### src/sv/assert_macros.svh
// assertion macros for the rtl datapath
`ifndef ASSERT_MACROS_SVH
`define ASSERT_MACROS_SVH

// plain condition checked at every rising clock edge outside reset
`define GCD_ASSERT(lbl, cond, msg) \
	lbl: assert property (@(posedge clk) disable iff (!arst_n) (cond)) else $error(msg);

// overlapping implication checked outside reset
`define GCD_ASSERT_IMP(lbl, ante, cons, msg) \
	lbl: assert property (@(posedge clk) disable iff (!arst_n) (ante) |-> (cons)) \
		else $error(msg);

`endif

### src/sv/gcd_pkg.sv
`default_nettype none
package gcd_pkg;
	localparam int MAX_DIMS_DEF   = 4;
	localparam int COORD_BITS_DEF = 12;
	localparam int DIM_COUNT_W    = 3;
	localparam int SIZE_W         = 12;
	localparam int BATCH_W        = 24;
	localparam int LIN_W          = 48;
	localparam int DIMNUM_W       = 2;
	localparam int CFG_IDX_W      = 3;
	localparam int CFG_DATA_W     = 12;
	localparam int NUM_SIZE_REGS  = 4;
	localparam int DIV_W          = 26;
	localparam int DIV_STEPS      = DIV_W / 2;
	localparam int DIV_CNT_W      = 4;

	localparam logic [CFG_IDX_W-1:0] REG_DIM_COUNT = 3'd0;
	localparam logic [CFG_IDX_W-1:0] REG_SIZE0     = 3'd1;

	typedef enum logic [3:0] {
		ST_IDLE,
		ST_SMUL,
		ST_SCOMMIT,
		ST_CLAMP,
		ST_LMUL,
		ST_LACC,
		ST_EMIT,
		ST_DSTART,
		ST_DSTEP,
		ST_DCOMMIT
	} gcd_state_t;

	typedef struct packed {
		logic cfg_wr;
		logic start;
		logic clamp;
		logic mul_str;
		logic commit_str;
		logic mul_lin;
		logic acc_lin;
		logic emit;
		logic div_start;
		logic div_step;
		logic div_commit;
		logic idx_clr;
		logic idx_inc;
	} gcd_cmd_t;

	typedef struct packed {
		logic done;
		logic idx_last;
		logic idx_top;
		logic div_last;
		logic out_free;
	} gcd_stat_t;
endpackage
`default_nettype wire

### src/sv/grid_chunk_dispenser.sv
// grid chunk dispenser: deals out consecutive chunks of a grid of up to
// MAX_DIMS dimensions, walking a mixed-radix position.
// cfg channel (cfg_valid/cfg_ready, cfg_index, cfg_data): index 0 is the
// dimension count, 1..4 the sizes; a write to one of these restarts the run,
// and after any write the block rebuilds the strides and the total.
// req channel (req_valid/req_stall): one word carries max_batch.
// res channel (res_valid/res_stall): one word per dimension in use,
// dimension 0 first, last_dim set on the top one.
// a request clamps the batch to the points left, builds the linear index
// on the shared multiplier a dimension at a time, loads one result word per
// dimension, then runs the radix-4 divider that carries the batch into
// each dimension. an exhausted grid skips the multiply and divide.
// a stalled result word holds in the output register and the next word
// waits for it; only the last word of a request can wait while the
// position update runs and the next request is taken.
// reset: one dimension of size one, position and points sent cleared.
`default_nettype none
module grid_chunk_dispenser
	import gcd_pkg::*;
#(
	parameter int MAX_DIMS   = MAX_DIMS_DEF,
	parameter int COORD_BITS = COORD_BITS_DEF
) (
	input  wire logic                  clk,
	input  wire logic                  arst_n,
	input  wire logic                  cfg_valid,
	output logic                       cfg_ready,
	input  wire logic [CFG_IDX_W-1:0]  cfg_index,
	input  wire logic [CFG_DATA_W-1:0] cfg_data,
	input  wire logic                  req_valid,
	output logic                       req_stall,
	input  wire logic [BATCH_W-1:0]    max_batch,
	output logic                       res_valid,
	input  wire logic                  res_stall,
	output logic [DIMNUM_W-1:0]        dim_number,
	output logic [SIZE_W-1:0]          start_coord,
	output logic [BATCH_W-1:0]         batch_count,
	output logic [LIN_W-1:0]           start_linear,
	output logic                       last_dim
);
	gcd_cmd_t  cmd;
	gcd_stat_t stat;

	gcd_ctrl u_ctrl (
		.clk       (clk),
		.arst_n    (arst_n),
		.cfg_valid (cfg_valid),
		.cfg_ready (cfg_ready),
		.req_valid (req_valid),
		.req_stall (req_stall),
		.stat      (stat),
		.cmd       (cmd)
	);

	gcd_dp #(
		.MAX_DIMS   (MAX_DIMS),
		.COORD_BITS (COORD_BITS)
	) u_dp (
		.clk          (clk),
		.arst_n       (arst_n),
		.cmd          (cmd),
		.stat         (stat),
		.cfg_index    (cfg_index),
		.cfg_data     (cfg_data),
		.max_batch    (max_batch),
		.res_valid    (res_valid),
		.res_stall    (res_stall),
		.dim_number   (dim_number),
		.start_coord  (start_coord),
		.batch_count  (batch_count),
		.start_linear (start_linear),
		.last_dim     (last_dim)
	);
endmodule
`default_nettype wire

### src/sv/gcd_ctrl.sv
`default_nettype none
module gcd_ctrl
	import gcd_pkg::*;
(
	input  wire logic      clk,
	input  wire logic      arst_n,
	input  wire logic      cfg_valid,
	output logic           cfg_ready,
	input  wire logic      req_valid,
	output logic           req_stall,
	input  wire gcd_stat_t stat,
	output gcd_cmd_t       cmd
);
	gcd_state_t state_q, state_d;

	always_ff @(posedge clk or negedge arst_n) begin
		if (!arst_n) begin
			state_q <= ST_IDLE;
		end else begin
			state_q <= state_d;
		end
	end

	always_comb begin
		state_d   = state_q;
		cmd       = '0;
		cfg_ready = 1'b0;
		req_stall = 1'b1;
		unique case (state_q)
			ST_IDLE: begin
				cfg_ready = 1'b1;
				req_stall = cfg_valid;
				if (cfg_valid) begin
					cmd.cfg_wr  = 1'b1;
					cmd.idx_clr = 1'b1;
					state_d     = ST_SMUL;
				end else if (req_valid) begin
					cmd.start = 1'b1;
					state_d   = ST_CLAMP;
				end
			end
			ST_SMUL: begin
				cmd.mul_str = 1'b1;
				state_d     = ST_SCOMMIT;
			end
			ST_SCOMMIT: begin
				cmd.commit_str = 1'b1;
				if (stat.idx_top) begin
					cmd.idx_clr = 1'b1;
					state_d     = ST_IDLE;
				end else begin
					cmd.idx_inc = 1'b1;
					state_d     = ST_SMUL;
				end
			end
			ST_CLAMP: begin
				cmd.clamp   = 1'b1;
				cmd.idx_clr = 1'b1;
				state_d     = ST_LMUL;
			end
			ST_LMUL: begin
				if (stat.done) begin
					state_d = ST_EMIT;
				end else begin
					cmd.mul_lin = 1'b1;
					state_d     = ST_LACC;
				end
			end
			ST_LACC: begin
				cmd.acc_lin = 1'b1;
				if (stat.idx_last) begin
					cmd.idx_clr = 1'b1;
					state_d     = ST_EMIT;
				end else begin
					cmd.idx_inc = 1'b1;
					state_d     = ST_LMUL;
				end
			end
			ST_EMIT: begin
				if (stat.out_free) begin
					cmd.emit = 1'b1;
					if (stat.idx_last) begin
						cmd.idx_clr = 1'b1;
						state_d     = stat.done ? ST_IDLE : ST_DSTART;
					end else begin
						cmd.idx_inc = 1'b1;
					end
				end
			end
			ST_DSTART: begin
				cmd.div_start = 1'b1;
				state_d       = ST_DSTEP;
			end
			ST_DSTEP: begin
				cmd.div_step = 1'b1;
				if (stat.div_last) begin
					state_d = ST_DCOMMIT;
				end
			end
			ST_DCOMMIT: begin
				cmd.div_commit = 1'b1;
				if (stat.idx_last) begin
					cmd.idx_clr = 1'b1;
					state_d     = ST_IDLE;
				end else begin
					cmd.idx_inc = 1'b1;
					state_d     = ST_DSTART;
				end
			end
			default: begin
				state_d = ST_IDLE;
			end
		endcase
	end
endmodule
`default_nettype wire

### src/sv/gcd_dp.sv
`default_nettype none
`include "assert_macros.svh"
module gcd_dp
	import gcd_pkg::*;
#(
	parameter int MAX_DIMS   = MAX_DIMS_DEF,
	parameter int COORD_BITS = COORD_BITS_DEF
) (
	input  wire logic                  clk,
	input  wire logic                  arst_n,
	input  wire gcd_cmd_t              cmd,
	output gcd_stat_t                  stat,
	input  wire logic [CFG_IDX_W-1:0]  cfg_index,
	input  wire logic [CFG_DATA_W-1:0] cfg_data,
	input  wire logic [BATCH_W-1:0]    max_batch,
	output logic                       res_valid,
	input  wire logic                  res_stall,
	output logic [DIMNUM_W-1:0]        dim_number,
	output logic [SIZE_W-1:0]          start_coord,
	output logic [BATCH_W-1:0]         batch_count,
	output logic [LIN_W-1:0]           start_linear,
	output logic                       last_dim
);
	localparam int IDX_W   = (MAX_DIMS > 1) ? $clog2(MAX_DIMS) : 1;
	localparam int MUL_B_W = (COORD_BITS > SIZE_W) ? COORD_BITS : SIZE_W;
	localparam int NSZ     = (MAX_DIMS < NUM_SIZE_REGS) ? MAX_DIMS : NUM_SIZE_REGS;

	logic [DIM_COUNT_W-1:0] dim_count_q;
	logic [SIZE_W-1:0]      sizes_q  [MAX_DIMS];
	logic [SIZE_W-1:0]      eff      [MAX_DIMS];
	logic [COORD_BITS-1:0]  pos_q    [MAX_DIMS];
	logic [LIN_W-1:0]       stride_q [MAX_DIMS];
	logic [LIN_W-1:0]       total_q, sent_q;
	logic [IDX_W-1:0]       idx_q, n_last;
	logic                   out_valid_q;
	logic [DIV_CNT_W-1:0]   div_cnt_q;

	logic [BATCH_W-1:0]     req_q, count_q;
	logic [LIN_W-1:0]       prod_q, acc_q;
	logic                   done_q;
	logic [DIV_W-1:0]       carry_q, div_q_q, div_q_d;
	logic [SIZE_W-1:0]      div_r_q, div_r_d;
	logic [DIMNUM_W-1:0]    out_dim_q;
	logic [SIZE_W-1:0]      out_coord_q;
	logic [BATCH_W-1:0]     out_count_q;
	logic [LIN_W-1:0]       out_lin_q;
	logic                   out_last_q;

	logic                   cfg_hit, done_c;
	logic [LIN_W-1:0]       left_c, req_ext;
	logic [MUL_B_W-1:0]     mul_b;
	logic [SIZE_W:0]        trial;

	always_comb begin
		for (int k = 0; k < MAX_DIMS; k++) begin
			eff[k] = (sizes_q[k] == '0) ? SIZE_W'(1) : sizes_q[k];
		end
	end

	always_comb begin
		if (dim_count_q == '0) begin
			n_last = '0;
		end else if ({1'b0, dim_count_q} > (DIM_COUNT_W + 1)'(MAX_DIMS)) begin
			n_last = IDX_W'(MAX_DIMS - 1);
		end else begin
			n_last = IDX_W'(dim_count_q - 3'd1);
		end
	end

	always_comb begin
		cfg_hit = (cfg_index == REG_DIM_COUNT);
		for (int k = 0; k < NSZ; k++) begin
			if (cfg_index == CFG_IDX_W'(REG_SIZE0 + k)) begin
				cfg_hit = 1'b1;
			end
		end
	end

	assign done_c  = sent_q >= total_q;
	assign left_c  = total_q - sent_q;
	assign req_ext = LIN_W'(req_q);
	assign mul_b   = cmd.mul_str ? MUL_B_W'(eff[idx_q]) : MUL_B_W'(pos_q[idx_q]);

	// two restoring division steps a cycle
	always_comb begin
		div_r_d = div_r_q;
		div_q_d = div_q_q;
		trial   = '0;
		for (int k = 0; k < 2; k++) begin
			trial   = {div_r_d, div_q_d[DIV_W-1]};
			div_q_d = {div_q_d[DIV_W-2:0], 1'b0};
			if (trial >= {1'b0, eff[idx_q]}) begin
				trial      = trial - {1'b0, eff[idx_q]};
				div_q_d[0] = 1'b1;
			end
			div_r_d = trial[SIZE_W-1:0];
		end
	end

	always_ff @(posedge clk or negedge arst_n) begin
		if (!arst_n) begin
			dim_count_q <= DIM_COUNT_W'(1);
			for (int k = 0; k < MAX_DIMS; k++) begin
				sizes_q[k]  <= SIZE_W'(1);
				stride_q[k] <= LIN_W'(1);
				pos_q[k]    <= '0;
			end
			total_q     <= LIN_W'(1);
			sent_q      <= '0;
			idx_q       <= '0;
			out_valid_q <= 1'b0;
			div_cnt_q   <= '0;
		end else begin
			if (out_valid_q && !res_stall) begin
				out_valid_q <= 1'b0;
			end
			if (cmd.emit) begin
				out_valid_q <= 1'b1;
			end
			if (cmd.idx_clr) begin
				idx_q <= '0;
			end else if (cmd.idx_inc) begin
				idx_q <= idx_q + 1'b1;
			end
			if (cmd.cfg_wr && cfg_hit) begin
				if (cfg_index == REG_DIM_COUNT) begin
					dim_count_q <= cfg_data[DIM_COUNT_W-1:0];
				end
				for (int k = 0; k < NSZ; k++) begin
					if (cfg_index == CFG_IDX_W'(REG_SIZE0 + k)) begin
						sizes_q[k] <= cfg_data[SIZE_W-1:0];
					end
				end
				for (int k = 0; k < MAX_DIMS; k++) begin
					pos_q[k] <= '0;
				end
				sent_q <= '0;
			end
			if (cmd.commit_str) begin
				if (idx_q != IDX_W'(MAX_DIMS - 1)) begin
					stride_q[IDX_W'(idx_q + 1'b1)] <= prod_q;
				end
				if (idx_q == n_last) begin
					total_q <= prod_q;
				end
			end
			if (cmd.div_start) begin
				div_cnt_q <= '0;
			end else if (cmd.div_step) begin
				div_cnt_q <= div_cnt_q + 1'b1;
			end
			if (cmd.div_commit) begin
				pos_q[idx_q] <= COORD_BITS'(div_r_q);
				if (idx_q == n_last) begin
					sent_q <= sent_q + LIN_W'(count_q);
				end
			end
		end
	end

	always_ff @(posedge clk) begin
		if (cmd.start) begin
			req_q <= max_batch;
		end
		if (cmd.clamp) begin
			done_q  <= done_c;
			acc_q   <= done_c ? total_q : '0;
			if (done_c) begin
				count_q <= '0;
				carry_q <= '0;
			end else if (req_ext < left_c) begin
				count_q <= req_q;
				carry_q <= DIV_W'(req_q);
			end else begin
				count_q <= left_c[BATCH_W-1:0];
				carry_q <= DIV_W'(left_c[BATCH_W-1:0]);
			end
		end
		if (cmd.mul_str || cmd.mul_lin) begin
			prod_q <= LIN_W'(stride_q[idx_q] * mul_b);
		end
		if (cmd.acc_lin) begin
			acc_q <= acc_q + prod_q;
		end
		if (cmd.emit) begin
			out_dim_q   <= DIMNUM_W'(idx_q);
			out_coord_q <= done_q ? '0 : SIZE_W'(pos_q[idx_q]);
			out_count_q <= count_q;
			out_lin_q   <= acc_q;
			out_last_q  <= (idx_q == n_last);
		end
		if (cmd.div_start) begin
			div_q_q <= DIV_W'(pos_q[idx_q]) + carry_q;
			div_r_q <= '0;
		end else if (cmd.div_step) begin
			div_q_q <= div_q_d;
			div_r_q <= div_r_d;
		end
		if (cmd.div_commit) begin
			carry_q <= div_q_q;
		end
	end

	assign stat.done     = done_q;
	assign stat.idx_last = (idx_q == n_last);
	assign stat.idx_top  = (idx_q == IDX_W'(MAX_DIMS - 1));
	assign stat.div_last = (div_cnt_q == DIV_CNT_W'(DIV_STEPS - 1));
	assign stat.out_free = !out_valid_q || !res_stall;

	assign res_valid    = out_valid_q;
	assign dim_number   = out_dim_q;
	assign start_coord  = out_coord_q;
	assign batch_count  = out_count_q;
	assign start_linear = out_lin_q;
	assign last_dim     = out_last_q;

	`GCD_ASSERT(a_sent_le_total, sent_q <= total_q, "points sent beyond total")
	`GCD_ASSERT_IMP(a_emit_free, cmd.emit, stat.out_free, "word loaded over a waiting word")
	`GCD_ASSERT_IMP(a_emit_idx, cmd.emit || cmd.div_commit, idx_q <= n_last,
		"dimension index past the last dimension")
	`GCD_ASSERT_IMP(a_rem_range, cmd.div_step, div_r_q < eff[idx_q],
		"remainder not below the size")
endmodule
`default_nettype wire

### config.mk
export PLATFORM = sky130hd
export DESIGN_NAME = grid_chunk_dispenser
export DESIGN_NICKNAME = d
export VERILOG_FILES = /design/src/sv/gcd_pkg.sv /design/src/sv/grid_chunk_dispenser.sv /design/src/sv/gcd_ctrl.sv /design/src/sv/gcd_dp.sv
export VERILOG_INCLUDE_DIRS = /design/src /design/src/sv
export SDC_FILE = /design/constraint.sdc
export NUM_CORES = 2
export LEC_CHECK = 0
export ABC_AREA = 1
export BUFFER_PORTS_ARGS = -buffer_cell sky130_fd_sc_hd__buf_2
export CAP_MARGIN = 20
export CORE_MARGIN = 10
export CORE_UTILIZATION = 45
export CTS_BUF_LIST = sky130_fd_sc_hd__clkbuf_4 sky130_fd_sc_hd__clkbuf_8
export DETAILED_ROUTE_END_ITERATION = 10
export PLACE_DENSITY = 0.65
export SYNTH_ARGS = -nofsm -noshare
export SYNTH_HDL_FRONTEND = slang
export SYNTH_HIERARCHICAL = 1
export SYNTH_SLANG_ARGS = --single-unit
### constraint.sdc
create_clock -name clk -period 19.3 [get_ports clk]
set_input_delay 2.895 -clock clk [delete_from_list [all_inputs] [get_ports clk]]
set_output_delay 2.895 -clock clk [all_outputs]
set_load 0.05 [all_outputs]
### After elaboration in Yosys (flattened, before gate mapping)

Index checks and enable logic that the tools add are counted.

* register bits after elaboration: 694
* output and inout bits: 90
* logic and storage cells: 189

* add/sub/neg operators: 9
* multipliers: 1
* order comparisons: 9
* eq/ne operators: 21
* multiplexer cells: 86
* bitwise logic cells: 2
* reductions and logical operators: 29

Operator list (number)
* $mux W48: 11
* $bwmux W192: 1
* $mux W12: 12
* $mux W26: 5
* $bmux W48 S2: 1
* $demux W48 S2: 1
* $add A48 B24 Y48: 1
* $add A48 B48 Y48: 1
* $bmux W12 S2: 2
* $bwmux W48: 1
* $ge A48 B48 Y1: 1
* $logic_not A12 Y1: 4
* $lt A24 B48 Y1: 1
* $mul A48 B12 Y48: 1
* $mux W24: 2
* $sub A48 B48 Y48: 1
* $pmux W4 S10: 1
* $mux W1: 29
* $mux W4: 7
* $add A12 B26 Y26: 1
* $ge A13 B12 Y1: 2
* $demux W12 S2: 1
* $sub A12 B12 Y12: 2
* $eq A4 B3 Y1 const B: 4
* 30 further kinds: 64

### Logic depth before layout (Yosys ltp)

* depth after elaboration: 11
* mapped depth: 36

### By module

Netlist, hierarchy kept.

Modules (own cells, without submodules)
* gcd_dp: instances 1, cells each 6836, area each 54866.4 um2, sequential area each 18640.4 um2
* gcd_ctrl: instances 1, cells each 75, area each 478.0 um2, sequential area each 100.1 um2

### Least setup slack after synthesis

Ideal clock, no wire load.

* path type: reg-to-reg
* start: reg u_dp.idx_q[1]
* end: reg u_dp.prod_q[45] (data pin)
* library setup time: 0.260 ns
* arrival: 6.459 ns
* path slack: 12.581 ns
* cell stages (with the launch flop): 31
* path buffers: 4
* cell sequence: dfrtp_1 inv_2 buf_2 buf_2 buf_1 buf_1 a32oi_2 inv_1 nand2_1 fa_1 inv_1 fa_1 fa_1 fa_1 inv_1 fa_1 inv_1 ha_1 a21oi_1 inv_1 o21ai_0 nand2_1 nand3_1 nand3_1 a21oi_1 inv_1 a21oi_1 o21ai_0 nand2_1 nand3_1 xor2_1

* cells in the longest elaborated chain, start to end: 6
* elaborated cells between the ends (all ways): 12
* those cells by class: mul: 1; mux: 10; bitwise: 1

Ends and longest elaborated chain
* start, declared: RTL line gcd_dp.sv:34 `logic [IDX_W-1:0] idx_q, n_last;`
* start signal, assigned: RTL line gcd_dp.sv:123 `idx_q <= idx_q + 1'b1;`
* $not A2 Y3 (not written as such) *: RTL line gcd_dp.sv:82, gcd_dp.sv:180
* $bmux W12 S2: RTL line gcd_dp.sv:82 `assign mul_b = cmd.mul_str ? MUL_B_W'(eff[idx_q]) : MUL_B_W'(pos_q[idx_q]);`
* $mux W12 (not written as such) (2 in a row): RTL line gcd_dp.sv:82
* $mux W12: RTL line gcd_dp.sv:82
* $mul A48 B12 Y48 *: RTL line gcd_dp.sv:180 `prod_q <= LIN_W'(stride_q[idx_q] * mul_b);`
* end signal, assigned: RTL line gcd_dp.sv:180
* end, declared: RTL line gcd_dp.sv:39 `logic [LIN_W-1:0] prod_q, acc_q;`

Every way passes the cells marked *; elsewhere a longest branch is shown, timed or not. The select of a mux whose other input is x is not followed.
A chain may end at the register's enable or synchronous reset.

### Final worst setup path

* start: reg u_dp.idx_q[0]
* end: reg u_dp.prod_q[47] (data pin)

Same word-level chain as after synthesis.

==> run summary <==
================================================================================
Critical path data arrival time                                          9.36 ns
Share of post-route cells with drive strength above 1                     0.1012
Slew @ Worst Pin                                                        1.094 ns
Highest attainable clock frequency                                     113.3 MHz
Total clock buffers created by CTS                                           112
Commonest register cell after synthesis                             sky130_fd_sc_hd__dfrtp_1
Number of synthesis warnings                                                   6
Starting Density                                                          0.4535
Capture endpoint of the worst hold path                             u_dp/batch_count[10]
Worst endpoint required time                                            19.83 ns
CTS sink count                                                               694
Logic depth of the worst register-to-register path                            34
Wire length on met1                                                     75730 um
Routed wire per std cell                                                19.95 um
Violations in the final reports                                     design-rule violations
First-pass detailed-route iteration total                                      9
Post-route antenna net violation count                                         0
Number of global-route vias before repair                                  46220
Maxcap violations                                                              0
Clock latency on the worst-skew pair                                     0.83 ns
Final hold viol count                                                          0
Length of routed met2 wiring                                            77750 um
Count of instances resized after the clock tree is built                       0
Mean instance size in the synthesized netlist                         8.008 um^2
Core Area                                                            122000 um^2
Number of levels in the clock H-tree                                           3
Area growth, synth to finish                                              8.580%
Total wire length after detailed routing                               173700 um
Final Critical Period                                                   8.829 ns
Clock Root Buffer                                                   sky130_fd_sc_hd__clkbuf_8
Minimum setup slack among reg-to-reg paths                              10.47 ns
Share of synthesized registers carrying an async set or reset             0.5735
Overflow left after global routing                                             0
Routed met3 length                                                      13350 um
Worst relative slew slack                                                 0.2704
End of the worst register-to-register path                          u_dp/prod_q[47]
Total number of placement rows                                               128
Number of endpoints failing setup at the final stage                           0
Most frequent CP cell                                               sky130_fd_sc_hd__nand2_1
EDFF count, synth                                                            284
Number of post-CTS setup repair buffers                                        0
Count of different cell masters after synthesis                               69
Final sum of negative setup slack                                           0 ns
Clock tree from TritonCTS                                                   done
Overall die height                                                      370.7 um
CTS max path bufs                                                              3
Global-route wire length before repair                                 269100 um
Hold Worst Slack                                                       0.4615 ns
Initial DRC Count                                                           3930
Clock slew at reported path FFs                                          0.07 ns
Flip-flop and latch count after synthesis                                    694
Area of the die                                                      137400 um^2
Layout net count                                                            7687
Via count                                                                  47070
Synthesized area                                                      55340 um^2
Cell count after synthesis                                                  6911
Post-route DRC                                                                 1
Reg2Reg Launch Point                                                u_dp/idx_q[0]
Crit path kind                                                           reg2reg
RSZ-0062 raised after global routing                                       false
Kind of launch point of the worst setup path                           flip-flop
Capturing element type of the critical path                            flip-flop
Area taken by flip-flops and latches                                  18740 um^2
Routability congestion estimate                                           0.9895
Final standard cell area without fillers                              60090 um^2
Cts hold-fix bufs                                                              0
Max stage delay on crit path                                             0.89 ns
Start point of the worst hold path                                  u_dp/count_q[10]
IO Port Bufs                                                                 133
Critical-path top delay cell                                        sky130_fd_sc_hd__dfrtp_4
Hold-critical path depth                                                       0
Final clock period utilization by the worst path                          0.4574
Initial antenna violation count                                                7
Multi-input logic area                                                31410 um^2
DIE WIDTH                                                               370.7 um
Worst Clk Skew                                                        0.07157 ns
Standard cell area after detailed placement                           57580 um^2
Top metal layer carrying routed signals                                     met5
Half-perimeter wire length of the detailed placement result            134800 um
Via density                                                                5.405
Number of pins exceeding their max-slew limit in the final report              0
Number of fillers in the final layout                                      11890
Maximum fanout count along the critical path                                  63
GR Util All Layers                                                        0.2498
Path category of the worst min-delay check                               reg2reg
Register area share after synthesis                                       0.3386
Top Ports                                                                    134
Status                                                              finished with violations
Maximum number of pins on one net before global-route repair                 170
Syn Nets                                                                    7614
================================================================================
-- registers in the layout, summed over array words and instances, names as in the netlist, 3 cells and up --
signal             cells
u_dp/dim_count_q       3
u_dp/req_q            24
u_dp/pos_q            48
u_dp/total_q          48
u_dp/carry_q          26
u_dp/div_cnt_q         4
u_dp/batch_count      24
u_dp/prod_q           48
u_dp/div_r_q          12
u_dp/div_q_q          26
u_dp/start_coord      12
u_dp/stride_q        192
u_ctrl/state_q         4
u_dp/acc_q            48
u_dp/sent_q           48
u_dp/start_linear     48
u_dp/count_q          24
u_dp/sizes_q          48
-- layer usage --
| layer | up-vias | global-route usage |
|---|---|---|
| li1 | 22230 | - |
| met1 | 22770 | 0.3428 |
| met2 | 1741 | 0.3923 |
| met3 | 327 | 0.04482 |
| met4 | 6 | 0.09430 |
| met5 | - | 0 |
-- metrics by stage --
step             util  setup slack (ns)  std cells
6_report       0.4924             10.47       8709
5_1_grt        0.4924             10.00       8709
4_1_cts        0.4917             10.57       8704
3_5_place_dp   0.4718             10.65       8491
3_3_place_gp   0.4714             10.72       8489
2_1_floorplan       -             12.58       6911
-- synthesized netlist by cell type, types with 19 or more instances --
cell,instances,area share
sky130_fd_sc_hd__a21oi_1,302,0.027
sky130_fd_sc_hd__a31oi_1,31,0.0035
sky130_fd_sc_hd__a32oi_1,30,0.0047
sky130_fd_sc_hd__and3_1,20,0.0023
sky130_fd_sc_hd__buf_1,20,0.0014
sky130_fd_sc_hd__buf_2,22,0.0020
sky130_fd_sc_hd__clkbuf_1,165,0.011
sky130_fd_sc_hd__dfrtp_1,388,0.18
sky130_fd_sc_hd__edfxtp_1,284,0.15
sky130_fd_sc_hd__fa_1,405,0.15
sky130_fd_sc_hd__ha_1,254,0.057
sky130_fd_sc_hd__inv_1,1074,0.073
sky130_fd_sc_hd__inv_2,65,0.0044
sky130_fd_sc_hd__nand2_1,1730,0.12
sky130_fd_sc_hd__nand2_2,33,0.0037
sky130_fd_sc_hd__nand3_1,295,0.027
sky130_fd_sc_hd__nand4_1,69,0.0078
sky130_fd_sc_hd__nand4_2,21,0.0047
sky130_fd_sc_hd__nor2_1,535,0.036
sky130_fd_sc_hd__nor2_2,21,0.0024
sky130_fd_sc_hd__nor3_1,45,0.0041
sky130_fd_sc_hd__nor4_1,24,0.0027
sky130_fd_sc_hd__o211ai_1,27,0.0037
sky130_fd_sc_hd__o21a_1,19,0.0026
sky130_fd_sc_hd__o21ai_0,549,0.050
sky130_fd_sc_hd__o21ai_1,19,0.0017
sky130_fd_sc_hd__o21bai_1,20,0.0027
sky130_fd_sc_hd__or2_2,125,0.014
sky130_fd_sc_hd__xnor2_1,65,0.010
sky130_fd_sc_hd__xor2_1,71,0.011
-- cells by family (layout without fill, tap and decap cells) --
kind of cell | after synthesis | count (layout) | synth area share
xor gates and xnor gates | 136 | 136 | 0.02152
muxes | 1 | 1 | 0.0001809
DFF | 694 | 694 | 0.3386
and+or+nand+nor | 2965 | 2965 | 0.2301
other | 0 | 1 | 0
buffers and inverters | 1372 | 1544 | 0.09556
AOI/OAI and AO/OA | 1084 | 1084 | 0.1101
adders and majority gates | 659 | 659 | 0.2039
-- cell usage in the layout (no fill, tap or decap), types with 132 or more instances in the layout --
cell type                     n
sky130_fd_sc_hd__nand2_1   1727
sky130_fd_sc_hd__ha_1       254
sky130_fd_sc_hd__a21oi_1    302
sky130_fd_sc_hd__fa_1       405
sky130_fd_sc_hd__dfrtp_1    387
sky130_fd_sc_hd__buf_2      132
sky130_fd_sc_hd__nor2_1     532
sky130_fd_sc_hd__o21ai_0    549
sky130_fd_sc_hd__inv_1     1073
sky130_fd_sc_hd__nand3_1    291
sky130_fd_sc_hd__edfxtp_1   284
-- how the worst max path moves through the flow --
| stage | from | to | slack (ns) | cells after the start |
|---|---|---|---|---|
| floorplan | u_dp/idx_q[1] | u_dp/prod_q[45] | 12.58 | 30 |
| global placement | u_dp/idx_q[0] | u_dp/prod_q[47] | 10.72 | 34 |
| detailed placement | u_dp/idx_q[0] | u_dp/prod_q[43] | 10.65 | 30 |
| CTS | u_dp/idx_q[0] | u_dp/prod_q[43] | 10.57 | 30 |
| global route | u_dp/idx_q[0] | u_dp/prod_q[43] | 10.00 | 30 |
| finish | u_dp/idx_q[0] | u_dp/prod_q[47] | 10.47 | 34 |
-- area by class of cell --
class	instances	share of cell area
Multi-Input combinational cell	4845	0.5226
Sequential cell	694	0.3119
Inverter	1146	0.07167
Tap cell	1625	0.03383
Clock buffer	155	0.03269
Timing Repair Buffer	185	0.01949
Clock inverter	58	0.007725
Antenna cell	1	0.00004164
-- worst max-delay path, delay by kind of cell (launching register included) --
family	cells	cell delay, ns
AO/OA/AOI/OAI	2	0.42
XOR/XNOR	1	0.13
adder cells (fa/ha/maj)	6	2.79
buffers and inverters	11	2.49
flip-flops	1	0.89
AND/OR/NAND/NOR	14	1.74
Power is not shown: default switching activity piles up to over one toggle a cycle in this logic, so the estimate is an artifact.
